### config.mk
export PLATFORM = sky130hd
export DESIGN_NAME = first_fit_heap_allocator
export DESIGN_NICKNAME = d
export VERILOG_FILES = /design/src/rtl/ffha_pkg.sv /design/src/rtl/ffha_cell.sv /design/src/rtl/first_fit_heap_allocator.sv
export SDC_FILE = /design/constraint.sdc
export NUM_CORES = 2
export LEC_CHECK = 0
export BUFFER_PORTS_ARGS = -buffer_cell sky130_fd_sc_hd__buf_4
export CORE_AREA = 2 2 493 495
export CTS_CLUSTER_DIAMETER = 100
export CTS_CLUSTER_SIZE = 25
export DETAILED_ROUTE_END_ITERATION = 8
export DIE_AREA = 0 0 495 497
export PLACE_DENSITY = 0.76
export SYNTH_ARGS = -nofsm -noshare
export SYNTH_HDL_FRONTEND = slang
export SYNTH_SLANG_ARGS = --single-unit
### constraint.sdc
create_clock -name clk_i -period 17 [get_ports clk_i]
set_input_delay 0.85 -clock clk_i [delete_from_list [all_inputs] [get_ports clk_i]]
set_output_delay 0.85 -clock clk_i [all_outputs]
set_load 0.01 [all_outputs]
### src/rtl/ffha_pkg.sv
`default_nettype none
package ffha_pkg;

  // Request codes.
  localparam logic FUNC_ALLOC = 1'b0;
  localparam logic FUNC_FREE  = 1'b1;

  // Result status codes.
  localparam logic [1:0] STATUS_OK      = 2'd0;
  localparam logic [1:0] STATUS_NOSPACE = 2'd1;
  localparam logic [1:0] STATUS_UNKNOWN = 2'd2;

  // Command broadcast to every cell of the segment queue.
  typedef struct packed {
    logic pop;   // every cell takes its right-hand neighbour's entry, unless it takes the push
    logic push;  // the cell at the write position takes the pushed entry
  } cell_cmd_t;

endpackage
`default_nettype wire

### src/rtl/ffha_cell.sv
`default_nettype none
module ffha_cell #(
  parameter int INDEX     = 0,
  parameter int AW        = 20,
  parameter int CW        = 7,
  parameter int RESET_LEN = 1048552
) (
  input  wire                    clk_i,
  input  wire                    rst_ni,
  input  ffha_pkg::cell_cmd_t    cmd_i,
  input  wire  [CW-1:0]          wpos_i,
  input  wire  [AW-1:0]          push_start_i,
  input  wire  [AW-1:0]          push_len_i,
  input  wire                    push_free_i,
  input  wire  [AW-1:0]          next_start_i,
  input  wire  [AW-1:0]          next_len_i,
  input  wire                    next_free_i,
  output logic [AW-1:0]          start_o,
  output logic [AW-1:0]          len_o,
  output logic                   free_o
);

  logic [AW-1:0] start_q;
  logic [AW-1:0] len_q;
  logic          free_q;
  logic          here;

  // The pushed entry lands in this cell only when it is the queue's tail.
  assign here = cmd_i.push && (wpos_i == CW'(INDEX));

  always_ff @(posedge clk_i or negedge rst_ni) begin
    if (!rst_ni) begin
      start_q <= '0;
      len_q   <= (INDEX == 0) ? AW'(RESET_LEN) : '0;
      free_q  <= (INDEX == 0);
    end else if (here) begin
      start_q <= push_start_i;
      len_q   <= push_len_i;
      free_q  <= push_free_i;
    end else if (cmd_i.pop) begin
      start_q <= next_start_i;
      len_q   <= next_len_i;
      free_q  <= next_free_i;
    end
  end

  assign start_o = start_q;
  assign len_o   = len_q;
  assign free_o  = free_q;

endmodule
`default_nettype wire

### src/rtl/first_fit_heap_allocator.sv
`default_nettype none
// First-fit heap allocator. The managed region is held as an address-ordered
// queue of segment entries in a chain of cells; each pass streams the whole
// queue through the controller at the head, which pops one entry a cycle
// (pausing while a split-off rest is pushed) and pushes the (possibly changed
// or merged) entry back at the tail, so the table is rebuilt in order during
// each pass. An allocate first rounds the size up to whole pages by a
// multiplication with the reciprocal of the page size (states ST_DIV and
// ST_ROUND), then makes one pass, pushing the split-off rest when the chosen
// segment is split, and ends with a closing step. A free makes a search pass,
// then a pass that marks the segment free and merges runs of free neighbours;
// an unknown address ends after the search pass, and a free of address zero
// is answered without a pass. A request is accepted when start_i is high
// and busy_o is low; its result appears for exactly one cycle with done_o
// high and must be taken in that cycle, as the receiver cannot stall the
// block. A new request may be accepted in that same cycle. The user must
// write the region base through the APB port only while the block is idle;
// the block itself does not enforce this.
module first_fit_heap_allocator #(
  parameter int MEM_BYTES    = 1048576,
  parameter int PAGE_BYTES   = 512,
  parameter int HEADER_BYTES = 24,
  parameter int MAX_SEGMENTS = 64
) (
  input  wire         clk_i,
  input  wire         rst_ni,
  input  wire         start_i,
  output logic        busy_o,
  input  wire         func_i,
  input  wire  [20:0] request_size_i,
  input  wire  [47:0] free_address_i,
  output logic        done_o,
  output logic [47:0] block_address_o,
  output logic [1:0]  status_o,
  input  wire         psel,
  input  wire         penable,
  input  wire         pwrite,
  input  wire  [3:0]  paddr,
  input  wire  [63:0] pwdata,
  output logic [63:0] prdata,
  output logic        pready
);

  localparam int AW = $clog2(MEM_BYTES);
  localparam int CW = $clog2(MAX_SEGMENTS + 1);
  localparam int NW = 22;
  localparam int SW = 21;
  localparam int PL = $clog2(PAGE_BYTES);
  localparam int RS = SW + PL;
  localparam int MW = SW + 2;
  localparam int PW = SW + MW;
  localparam longint RECIP_L = ((longint'(1) << RS) + longint'(PAGE_BYTES) - longint'(1))
                               / longint'(PAGE_BYTES);
  localparam logic [MW-1:0] RECIP = MW'(RECIP_L);
  localparam logic [46:0] BASE_RESET = 47'h50000;

  typedef enum logic [2:0] {
    ST_IDLE, ST_DIV, ST_ROUND, ST_ALLOC, ST_FIND, ST_MERGE
  } state_e;

  state_e             state_q;
  logic [46:0]        base_q;
  logic [20:0]        size_q;
  logic [47:0]        addr_q;
  logic [CW-1:0]      cnt_q;
  logic [CW-1:0]      rem_q;
  logic               found_q;
  logic               room_q;
  logic [SW-1:0]      quot_q;
  logic [NW-1:0]      need_q;
  logic [47:0]        res_q;
  logic               pend_q;
  logic [AW-1:0]      pend_start_q;
  logic [AW-1:0]      pend_len_q;
  logic               acc_v_q;
  logic [AW-1:0]      acc_start_q;
  logic [AW-1:0]      acc_len_q;
  logic               acc_free_q;
  logic               done_q;
  logic [47:0]        baddr_q;
  logic [1:0]         status_q;

  // Cell chain wiring.
  logic [AW-1:0] c_start [MAX_SEGMENTS+1];
  logic [AW-1:0] c_len   [MAX_SEGMENTS+1];
  logic          c_free  [MAX_SEGMENTS+1];

  ffha_pkg::cell_cmd_t cmd;
  logic [CW-1:0]       wpos;
  logic [AW-1:0]       push_start;
  logic [AW-1:0]       push_len;
  logic                push_free;

  logic [AW-1:0] head_start;
  logic [AW-1:0] head_len;
  logic          head_free;
  logic          fit;
  logic          split;
  logic          match;
  logic          merge_free;
  logic [PW-1:0] prod;
  logic [NW-1:0] down;
  logic          cfg_wr;

  assign c_start[MAX_SEGMENTS] = '0;
  assign c_len[MAX_SEGMENTS]   = '0;
  assign c_free[MAX_SEGMENTS]  = 1'b0;

  for (genvar g = 0; g < MAX_SEGMENTS; g++) begin : g_cell
    ffha_cell #(
      .INDEX    (g),
      .AW       (AW),
      .CW       (CW),
      .RESET_LEN(MEM_BYTES - HEADER_BYTES)
    ) u_cell (
      .clk_i       (clk_i),
      .rst_ni      (rst_ni),
      .cmd_i       (cmd),
      .wpos_i      (wpos),
      .push_start_i(push_start),
      .push_len_i  (push_len),
      .push_free_i (push_free),
      .next_start_i(c_start[g+1]),
      .next_len_i  (c_len[g+1]),
      .next_free_i (c_free[g+1]),
      .start_o     (c_start[g]),
      .len_o       (c_len[g]),
      .free_o      (c_free[g])
    );
  end

  assign head_start = c_start[0];
  assign head_len   = c_len[0];
  assign head_free  = c_free[0];

  // A free segment fits when its payload covers the rounded size; it is split
  // when the rest still holds a header and the table has room for one more.
  assign fit   = head_free && (NW'(head_len) >= need_q);
  assign split = fit && ((NW+1)'(head_len) >= (NW+1)'(need_q) + (NW+1)'(HEADER_BYTES))
                 && room_q;
  assign match = (48'(base_q) + 48'(head_start) + 48'(HEADER_BYTES)) == addr_q;
  assign merge_free = head_free || match;

  // The number of whole pages in the size comes from a multiplication by the
  // rounded-up reciprocal of the page size, which is exact for every 21-bit
  // size. The size rounded down to whole pages then tells whether a partial
  // page remains.
  assign prod = PW'(size_q) * PW'(RECIP);
  assign down = NW'(quot_q) * NW'(PAGE_BYTES);

  always_comb begin
    cmd        = '0;
    push_start = head_start;
    push_len   = head_len;
    push_free  = head_free;
    case (state_q)
      ST_ALLOC: begin
        if (pend_q) begin
          cmd.push   = 1'b1;
          push_start = pend_start_q;
          push_len   = pend_len_q;
          push_free  = 1'b1;
        end else if (rem_q != '0) begin
          cmd.pop  = 1'b1;
          cmd.push = 1'b1;
          if (!found_q && fit) begin
            push_len  = split ? AW'(need_q) : head_len;
            push_free = 1'b0;
          end
        end
      end
      ST_FIND: begin
        if (rem_q != '0) begin
          cmd.pop  = 1'b1;
          cmd.push = 1'b1;
        end
      end
      ST_MERGE: begin
        push_start = acc_start_q;
        push_len   = acc_len_q;
        push_free  = acc_free_q;
        if (rem_q != '0) begin
          cmd.pop  = 1'b1;
          cmd.push = acc_v_q && !(acc_free_q && merge_free);
        end else begin
          cmd.push = acc_v_q;
        end
      end
      default: begin
        cmd = '0;
      end
    endcase
  end

  assign wpos = cnt_q - CW'(cmd.pop);

  always_ff @(posedge clk_i or negedge rst_ni) begin
    if (!rst_ni) begin
      state_q  <= ST_IDLE;
      cnt_q    <= CW'(1);
      rem_q    <= '0;
      found_q  <= 1'b0;
      room_q   <= 1'b0;
      pend_q   <= 1'b0;
      acc_v_q  <= 1'b0;
      done_q   <= 1'b0;
      baddr_q  <= '0;
      status_q <= ffha_pkg::STATUS_OK;
    end else begin
      done_q <= 1'b0;
      cnt_q  <= cnt_q + CW'(cmd.push) - CW'(cmd.pop);
      case (state_q)
        ST_IDLE: begin
          if (start_i) begin
            size_q  <= request_size_i;
            addr_q  <= free_address_i;
            rem_q   <= cnt_q;
            found_q <= 1'b0;
            room_q  <= cnt_q < CW'(MAX_SEGMENTS);
            pend_q  <= 1'b0;
            acc_v_q <= 1'b0;
            if (func_i == ffha_pkg::FUNC_ALLOC) begin
              state_q <= ST_DIV;
            end else if (free_address_i == '0) begin
              done_q   <= 1'b1;
              baddr_q  <= '0;
              status_q <= ffha_pkg::STATUS_OK;
            end else begin
              state_q <= ST_FIND;
            end
          end
        end
        ST_DIV: begin
          quot_q  <= SW'(prod >> RS);
          state_q <= ST_ROUND;
        end
        ST_ROUND: begin
          need_q  <= down + ((down != NW'(size_q)) ? NW'(PAGE_BYTES) : '0);
          state_q <= ST_ALLOC;
        end
        ST_ALLOC: begin
          if (pend_q) begin
            pend_q <= 1'b0;
          end else if (rem_q != '0) begin
            rem_q <= rem_q - CW'(1);
            if (!found_q && fit) begin
              found_q      <= 1'b1;
              res_q        <= 48'(base_q) + 48'(head_start) + 48'(HEADER_BYTES);
              pend_q       <= split;
              pend_start_q <= AW'(NW'(head_start) + NW'(HEADER_BYTES) + need_q);
              pend_len_q   <= AW'(NW'(head_len) - need_q - NW'(HEADER_BYTES));
            end
          end else begin
            done_q   <= 1'b1;
            baddr_q  <= found_q ? res_q : '0;
            status_q <= found_q ? ffha_pkg::STATUS_OK : ffha_pkg::STATUS_NOSPACE;
            state_q  <= ST_IDLE;
          end
        end
        ST_FIND: begin
          if (rem_q != '0) begin
            rem_q <= rem_q - CW'(1);
            if (match) begin
              found_q <= 1'b1;
            end
          end else if (!found_q) begin
            done_q   <= 1'b1;
            baddr_q  <= '0;
            status_q <= ffha_pkg::STATUS_UNKNOWN;
            state_q  <= ST_IDLE;
          end else begin
            rem_q   <= cnt_q;
            state_q <= ST_MERGE;
          end
        end
        ST_MERGE: begin
          if (rem_q != '0) begin
            rem_q   <= rem_q - CW'(1);
            acc_v_q <= 1'b1;
            if (acc_v_q && acc_free_q && merge_free) begin
              acc_len_q <= AW'(acc_len_q + AW'(HEADER_BYTES) + head_len);
            end else begin
              acc_start_q <= head_start;
              acc_len_q   <= head_len;
              acc_free_q  <= merge_free;
            end
          end else begin
            acc_v_q  <= 1'b0;
            done_q   <= 1'b1;
            baddr_q  <= '0;
            status_q <= ffha_pkg::STATUS_OK;
            state_q  <= ST_IDLE;
          end
        end
        default: begin
          state_q <= ST_IDLE;
        end
      endcase
    end
  end

  // Configuration: the region base is the only register, at byte address 0.
  assign cfg_wr = psel && penable && pwrite && pready;

  always_ff @(posedge clk_i or negedge rst_ni) begin
    if (!rst_ni) begin
      base_q <= BASE_RESET;
    end else if (cfg_wr && !paddr[3]) begin
      base_q <= pwdata[46:0];
    end
  end

  assign prdata          = paddr[3] ? '0 : {17'b0, base_q};
  assign pready          = 1'b1;
  assign busy_o          = (state_q != ST_IDLE);
  assign done_o          = done_q;
  assign block_address_o = baddr_q;
  assign status_o        = status_q;

endmodule
`default_nettype wire

**Word-level counts from Yosys, hierarchy flattened**

Index checks and enable logic that the tools add are counted.

- Logic and storage cells: 938
- Output and inout bits: 117
- Register bits after elaboration: 2975

- Order comparisons: 3
- Reductions and logical operators: 165
- Mux-type cells: 457
- Add/sub/neg operators: 14
- Equal/unequal tests: 84
- Bitwise logic cells: 2

Operator list:

| cell | number |
|---|---|
| $mux W20 | 261 |
| $mux W48 | 9 |
| $eq A7 B6 Y1 const B | 32 |
| $pmux W48 S4 | 1 |
| $mux W1 | 152 |
| $reduce_bool A2 Y1 | 66 |
| $eq A7 B5 Y1 const B | 16 |
| $pmux W20 S2 | 2 |
| $logic_and A1 B1 Y1 | 75 |
| $eq A7 B4 Y1 const B | 8 |
| $add A47 B20 Y48 | 1 |
| $add A48 B5 Y48 const B | 1 |
| $eq A48 B48 Y1 | 1 |
| $logic_not A48 Y1 | 1 |
| $mux W47 | 1 |
| $add A20 B20 Y20 | 2 |
| $add A20 B5 Y20 const B | 2 |
| $mux W7 | 5 |
| $eq A7 B3 Y1 const B | 4 |
| $pmux W7 S4 | 1 |
| $ne A2 B2 Y1 const B | 12 |
| $add A22 B5 Y23 const B | 1 |
| $ge A20 B23 Y1 | 1 |
| $add A21 B10 Y22 | 1 |
| other kinds (37) | 69 |

**Depth between registers and ports, before layout**

- Depth after elaboration: 13
- Mapped depth: 27

**Cells and area by module**

Synthesis repeated with hierarchy kept, for this count alone.

- Cell total of the unflattened synthesis: 10841
- Area total of the unflattened synthesis: 162270.6 um^2

By module, submodules not included:

| module | instances | cells an instance | area each (um^2) |
|---|---|---|---|
| ffha_cell (g_cell[10].u_cell ...) | 12 | 135 | 2202.1 |
| ffha_cell (g_cell[23].u_cell ...) | 12 | 135 | 2107.0 |
| first_fit_heap_allocator | 1 | 2200 | 21959.8 |
| ffha_cell (g_cell[21].u_cell ...) | 8 | 135 | 2272.2 |
| ffha_cell (g_cell[13].u_cell ...) | 8 | 135 | 2219.6 |
| ffha_cell (g_cell[31].u_cell ...) | 4 | 135 | 2244.7 |
| ffha_cell (g_cell[16].u_cell ...) | 4 | 135 | 2213.4 |
| ffha_cell (g_cell[11].u_cell ...) | 4 | 135 | 2103.3 |
| ffha_cell (g_cell[12].u_cell ...) | 3 | 135 | 2217.1 |
| ffha_cell (g_cell[55].u_cell ...) | 2 | 135 | 2260.9 |
| ffha_cell (g_cell[4].u_cell ...) | 2 | 135 | 2199.6 |
| ffha_cell (g_cell[63].u_cell) | 1 | 135 | 2242.2 |
| ffha_cell (g_cell[0].u_cell) | 1 | 135 | 2232.1 |
| ffha_cell (g_cell[15].u_cell) | 1 | 136 | 2214.6 |
| +2 rows | -- | -- | -- |

**Worst setup path after synthesis**

Ideal clock, no wire load.

- Path type: reg2reg
- From: register g_cell[0].u_cell.len_q[6]
- To: register pend_len_q[0], enable pin
- Cell stages (with the launch flop): 12
- Buffers on the path: 1
- Arrival: 7865 ps
- Setup time: 642 ps
- Slack: 8493 ps
- Clock period less this slack: 8507 ps
- Cell sequence: dfstp_2 clkbuf_1 nor3_1 nand2_1 o41ai_1 nand4_1 a21oi_1 o21ai_1 a21oi_1 o31ai_1 a21o_1 nor3_1

- Word-level cells in the longest chain between the ends: 4

RTL lines:

| element | line | source |
|---|---|---|
| start: declaration | ffha_cell.sv:24 | `logic [AW-1:0] len_q;` |
| start signal: assignment | ffha_cell.sv:34 | `len_q <= (INDEX == 0) ? AW'(RESET_LEN) : '0;` |
| start signal: assignment | ffha_cell.sv:38 | `len_q <= push_len_i;` |
| start signal: assignment | ffha_cell.sv:42 | `len_q <= next_len_i;` |
| $ge A20 B22 Y1 | first_fit_heap_allocator.sv:138 | `assign fit = head_free && (NW'(head_len) >= need_q);` |
| $logic_and A1 B1 Y1 | first_fit_heap_allocator.sv:138 |  |
| $logic_and A1 B1 Y1 | first_fit_heap_allocator.sv:246 | `if (!found_q && fit) begin` |
| $reduce_and A5 Y1 (no line) | -- |  |
| end signal: assignment | first_fit_heap_allocator.sv:251 | `pend_len_q <= AW'(NW'(head_len) - need_q - NW'(HEADER_BYTES));` |
| end: declaration | first_fit_heap_allocator.sv:74 | `logic [AW-1:0] pend_len_q;` |

Every way passes these cells.
A chain may end at the register's enable or synchronous reset.

**Worst setup path after layout**

- From: register g_cell[0].u_cell.start_q[14]
- To: register g_cell[17].u_cell.start_q[13]

- Word-level cells in the longest chain between the ends: 11

RTL lines:

| element | line | source |
|---|---|---|
| start: declaration | ffha_cell.sv:23 | `logic [AW-1:0] start_q;` |
| start signal: assignment | ffha_cell.sv:37 | `start_q <= push_start_i;` |
| start signal: assignment | ffha_cell.sv:41 | `start_q <= next_start_i;` |
| $add A47 B20 Y48 (*) | first_fit_heap_allocator.sv:141 | `assign match = (48'(base_q) + 48'(head_start) + 48'(HEADER_BYTES)) == addr_q;` |
| $add A48 B5 Y48 (*) | first_fit_heap_allocator.sv:141 |  |
| $eq A48 B48 Y1 (*) | first_fit_heap_allocator.sv:141 |  |
| $logic_or A1 B1 Y1 (*) | first_fit_heap_allocator.sv:142 | `assign merge_free = head_free \|\| match;` |
| $logic_and A1 B1 Y1 (*) | first_fit_heap_allocator.sv:184 | `cmd.push = acc_v_q && !(acc_free_q && merge_free);` |
| $logic_not A1 Y1 (*) | first_fit_heap_allocator.sv:184 |  |
| $logic_and A1 B1 Y1 (*) | first_fit_heap_allocator.sv:184 |  |
| $mux W1 (*) | first_fit_heap_allocator.sv:182 | `if (rem_q != '0) begin` |
| $pmux W2 S3 (*) | first_fit_heap_allocator.sv:156 | `case (state_q)` |
| $logic_and A1 B1 Y1 (*) | ffha_cell.sv:29 | `assign here = cmd_i.push && (wpos_i == CW'(INDEX));` |
| $mux W20 or $reduce_bool A2 Y1 (tied branches) | -- |  |
| end signal: assignment | ffha_cell.sv:37 |  |
| end signal: assignment | ffha_cell.sv:41 |  |
| end: declaration | ffha_cell.sv:23 |  |

Every way passes the cells marked *; elsewhere a longest branch is shown, timed or not.

==> metrics.yaml <==
async_flop_share_pct: 92.5
hold_viol_final: 0
grt_pass1_wl_um: 546000
dpl.hpwl_um: 216000
portBuffers: 222
drive_gt1_share_pct: 7.57
min_path_type: "primary input to flip-flop"
fin_worst_skew_ns: 0.0392
grt_overflow: 0
finalPower_mw: 18.6
postCtsHoldBufs: 1
ys_warn_count: 0
synthXorXnorAreaFrac_pct: 1.02
ys_ff_latch: 2966
drt_drc_violations_left: 0
drv_slew: 0
fp-row-count: 180
die_h_um: 497
rr_startpoint: "g_cell[0].u_cell.start_o[14]$_DFFE_PN0P_"
min_from: "free_address_i[35]"
crit_type: "flip-flop to flip-flop"
gp_congestion: 0.883
synth.top_cell.area_share_pct: 47.4
htreeDepth: 4
p_per_area_nw_per_um2: 123
dr_wl_met2_um: 178000
final_cell_count_no_fill: 13600
synth_top_family_by_area: "multiplexers"
synth_compound_area_share_pct: 1.91
setup_violations: 0
cts.repair.resized: 0
placed_cell_area_sq_um: 147000
drt-met1-wl_um: 150000
required_ns: 17.74
rsz0062_at_grt: "false"
grt_max_degree: 166
grt_use_total_pct: 28.5
peakVddDrop_v: 0.000155
synth_most_common_cell: "mux2i_1"
ys_top_cells_by_area: "dfrtp_1 (47%), mux2i_1 (36%), edfxtp_1 (4.7%), clkbuf_1 (1.6%), ha_1 (1.3%)"
wirelength_um: 350000
fin_crit_ns: 7.24
clk_latency_ns: 0.85
regArea_sq_um: 75400
initial_core_util_pct: 59.9
wl_per_cell_um: 25.7
crit_start: "g_cell[0].u_cell.start_o[14]$_DFFE_PN0P_"
ys_seq_area_share_pct: 52.4
drt-pass1-iter-count: 9
synth_flop_cell: "dfrtp_1"
startpoint_type: "flip-flop"
final_nets: 10700
synth.distinct_cells: 95
vias_per_cell: 6.15
ioPinCount: 261
period_share_pct: 42.6
core_sq_um: 240000
end_kind: "flip-flop"
timing.setup.tns_ns: 0
multiInputGateArea_sq_um: 63600
top_layer_used: "met5"
root_buffer: "clkbuf_16"
synth_edf_count: 223
synthTopCellsByCount: "mux2i_1 (5236), dfrtp_1 (2723), clkbuf_1 (617), nand2_1 (245), edfxtp_1 (223)"
grt_antenna_before_repair: 11
grt_pass1_vias: 88700
synth_simple_gate_area_share_pct: 2.76
finalInstanceArea_sq_um: 151000
vias: 83700
synthAdderAreaFrac_pct: 1.31
postCtsSetupBuffers: 0
status: "completed"
fmaxAchievable_mhz: 138
tritoncts: "yes"
clk_pin_slew_ns: 0.11
initialDrtViolationCount: 6214
yosys-mux-area-fraction_pct: 36.9
cts_max_path_buffers: 3
crit_path_max_fanout: 41
cts-buffers-inserted: 142
yosysTopAreaCell: "dfrtp_1"
placedCellCount: 13400
cp_data_arrival_time_ns: 7.98
synth.avg_cell_area_sq_um: 13.4
postRouteAntennaNets: 0
wl_met3_um: 9530
syn_inst: 10800
die-area_sq_um: 246000
worst_pin_slew_ns: 1.22
die_x_um: 495
synth_area_sq_um: 144000
slew_headroom_pct: 18.6
syn2layout_area_growth_pct: 4.85
num-fill-cells: 18500
p_leak_nw: 74.2
clock_sinks: 2966
drv_cap: 0
cells in the final DEF (no fill, tap or decap), drive strengths merged, types with 7 or more instances in the layout:
cell / count
mux2i: 5236
dfrtp: 2723
buf: 434
nand2: 247
edfxtp: 223
clkbuf: 164
ha: 146
inv: 121
o21ai: 116
nor2: 113
xnor2: 87
a21oi: 83
nor3: 70
xor2: 68
mux2: 58
nor2b: 53
a222oi: 41
nand3: 38
nor4: 36
nand4: 32
or3: 25
nand2b: 22
dfstp: 20
a211oi: 19
conb: 18
and3: 17
a21boi: 16
and2: 14
o21a: 13
a2111oi: 12
a21o: 11
o21bai: 11
o31ai: 11
a31oi: 10
o211ai: 8
nor3b: 7
metrics by stage:
step                utilization, %  hold slack, ns  setup WS (ns)
global placement              61.1           0.464           9.90
detailed placement            61.1           0.462           9.84
floorplan                        -           0.448           8.49
finish                        62.8           0.181           9.76
CTS                           62.8           0.135           9.78
global route                  62.8           0.150           9.52
path summary, 6_finish.rpt:
| path | depth (start not counted) | slack (ns) | endpoint |
|---|---|---|---|
| min reg2reg | 0 | 0.48 | quot_q[8]$_DFFE_PP_ |
| max | 16 | 9.76 | g_cell[17].u_cell.start_o[13]$_DFFE_PN0P_ |
| min | 1 | 0.18 | addr_q[35]$_DFFE_PP_ |
| min in group asynchronous | 2 | 0.52 | base_q[34]$_DFFE_PN0P_ |
| max in group asynchronous | 7 | 11.75 | g_cell[33].u_cell.len_o[2]$_DFFE_PN0P_ |
| max reg2reg | 16 | 9.76 | g_cell[17].u_cell.start_o[13]$_DFFE_PN0P_ |
flip-flops by register name, indices dropped and copies added (netlist names), 21 cells and up:
name	flops
addr_q	48
g_cell.u_cell.start_o	1280
base_q	47
size_q	21
res_q	48
block_address_o	48
g_cell.u_cell.len_o	1280
g_cell.u_cell.free_o	64
power breakdown:
part / leakage [nW] / internal, mW / switching (mW)
clock: 1.96 / 1.62 / 2.30
combinational: 32.0 / 2.58 / 3.66
sequential: 40.2 / 7.84 / 0.561
critical path, cell delays in order (launching register included):
cell and delay [ns]:
dfrtp_1 0.61, ha_1 0.32, ha_1 0.59, and4_1 0.34, and3_1 0.40, nand3_1 0.16
a31o_1 0.48, a21oi_2 0.50, a21oi_1 0.08, a2111oi_0 0.65, and4b_1 0.45, nand4_2 0.43
nand4_2 0.19, buf_4 0.53, or3_2 0.23, buf_4 0.79, mux2i_1 0.28
final cells by class:
| class | count | area share (%) |
|---|---|---|
| diodes | 4 | 0.00664 |
| clock buffers | 164 | 2.48 |
| clock inverters | 20 | 0.184 |
| inverters | 106 | 0.269 |
| multi-input cells | 6727 | 42.2 |
| flip-flops and latches | 2966 | 50.0 |
| well taps | 3185 | 2.64 |
| repair buffers | 435 | 2.26 |
cell families (layout without fill, tap and decap cells):
family / after synthesis / count (layout)
fa+ha+maj: 149 / 149
other cells: 2 / 22
buf+inv: 1073 / 725
xor+xnor: 160 / 160
flops: 2966 / 2966
compound gates: 402 / 402
mux: 5294 / 5294
simple gates: 704 / 704
metal layers:
| layer | vias to the layer above | global-route usage, % |
|---|---|---|
| li1 | 37800 | - |
| met1 | 44200 | 38.0 |
| met2 | 1246 | 49.3 |
| met3 | 426 | 2.53 |
| met4 | 2 | 8.88 |
| met5 | - | 0 |
Note: power is estimated with default switching activity, not from simulation.
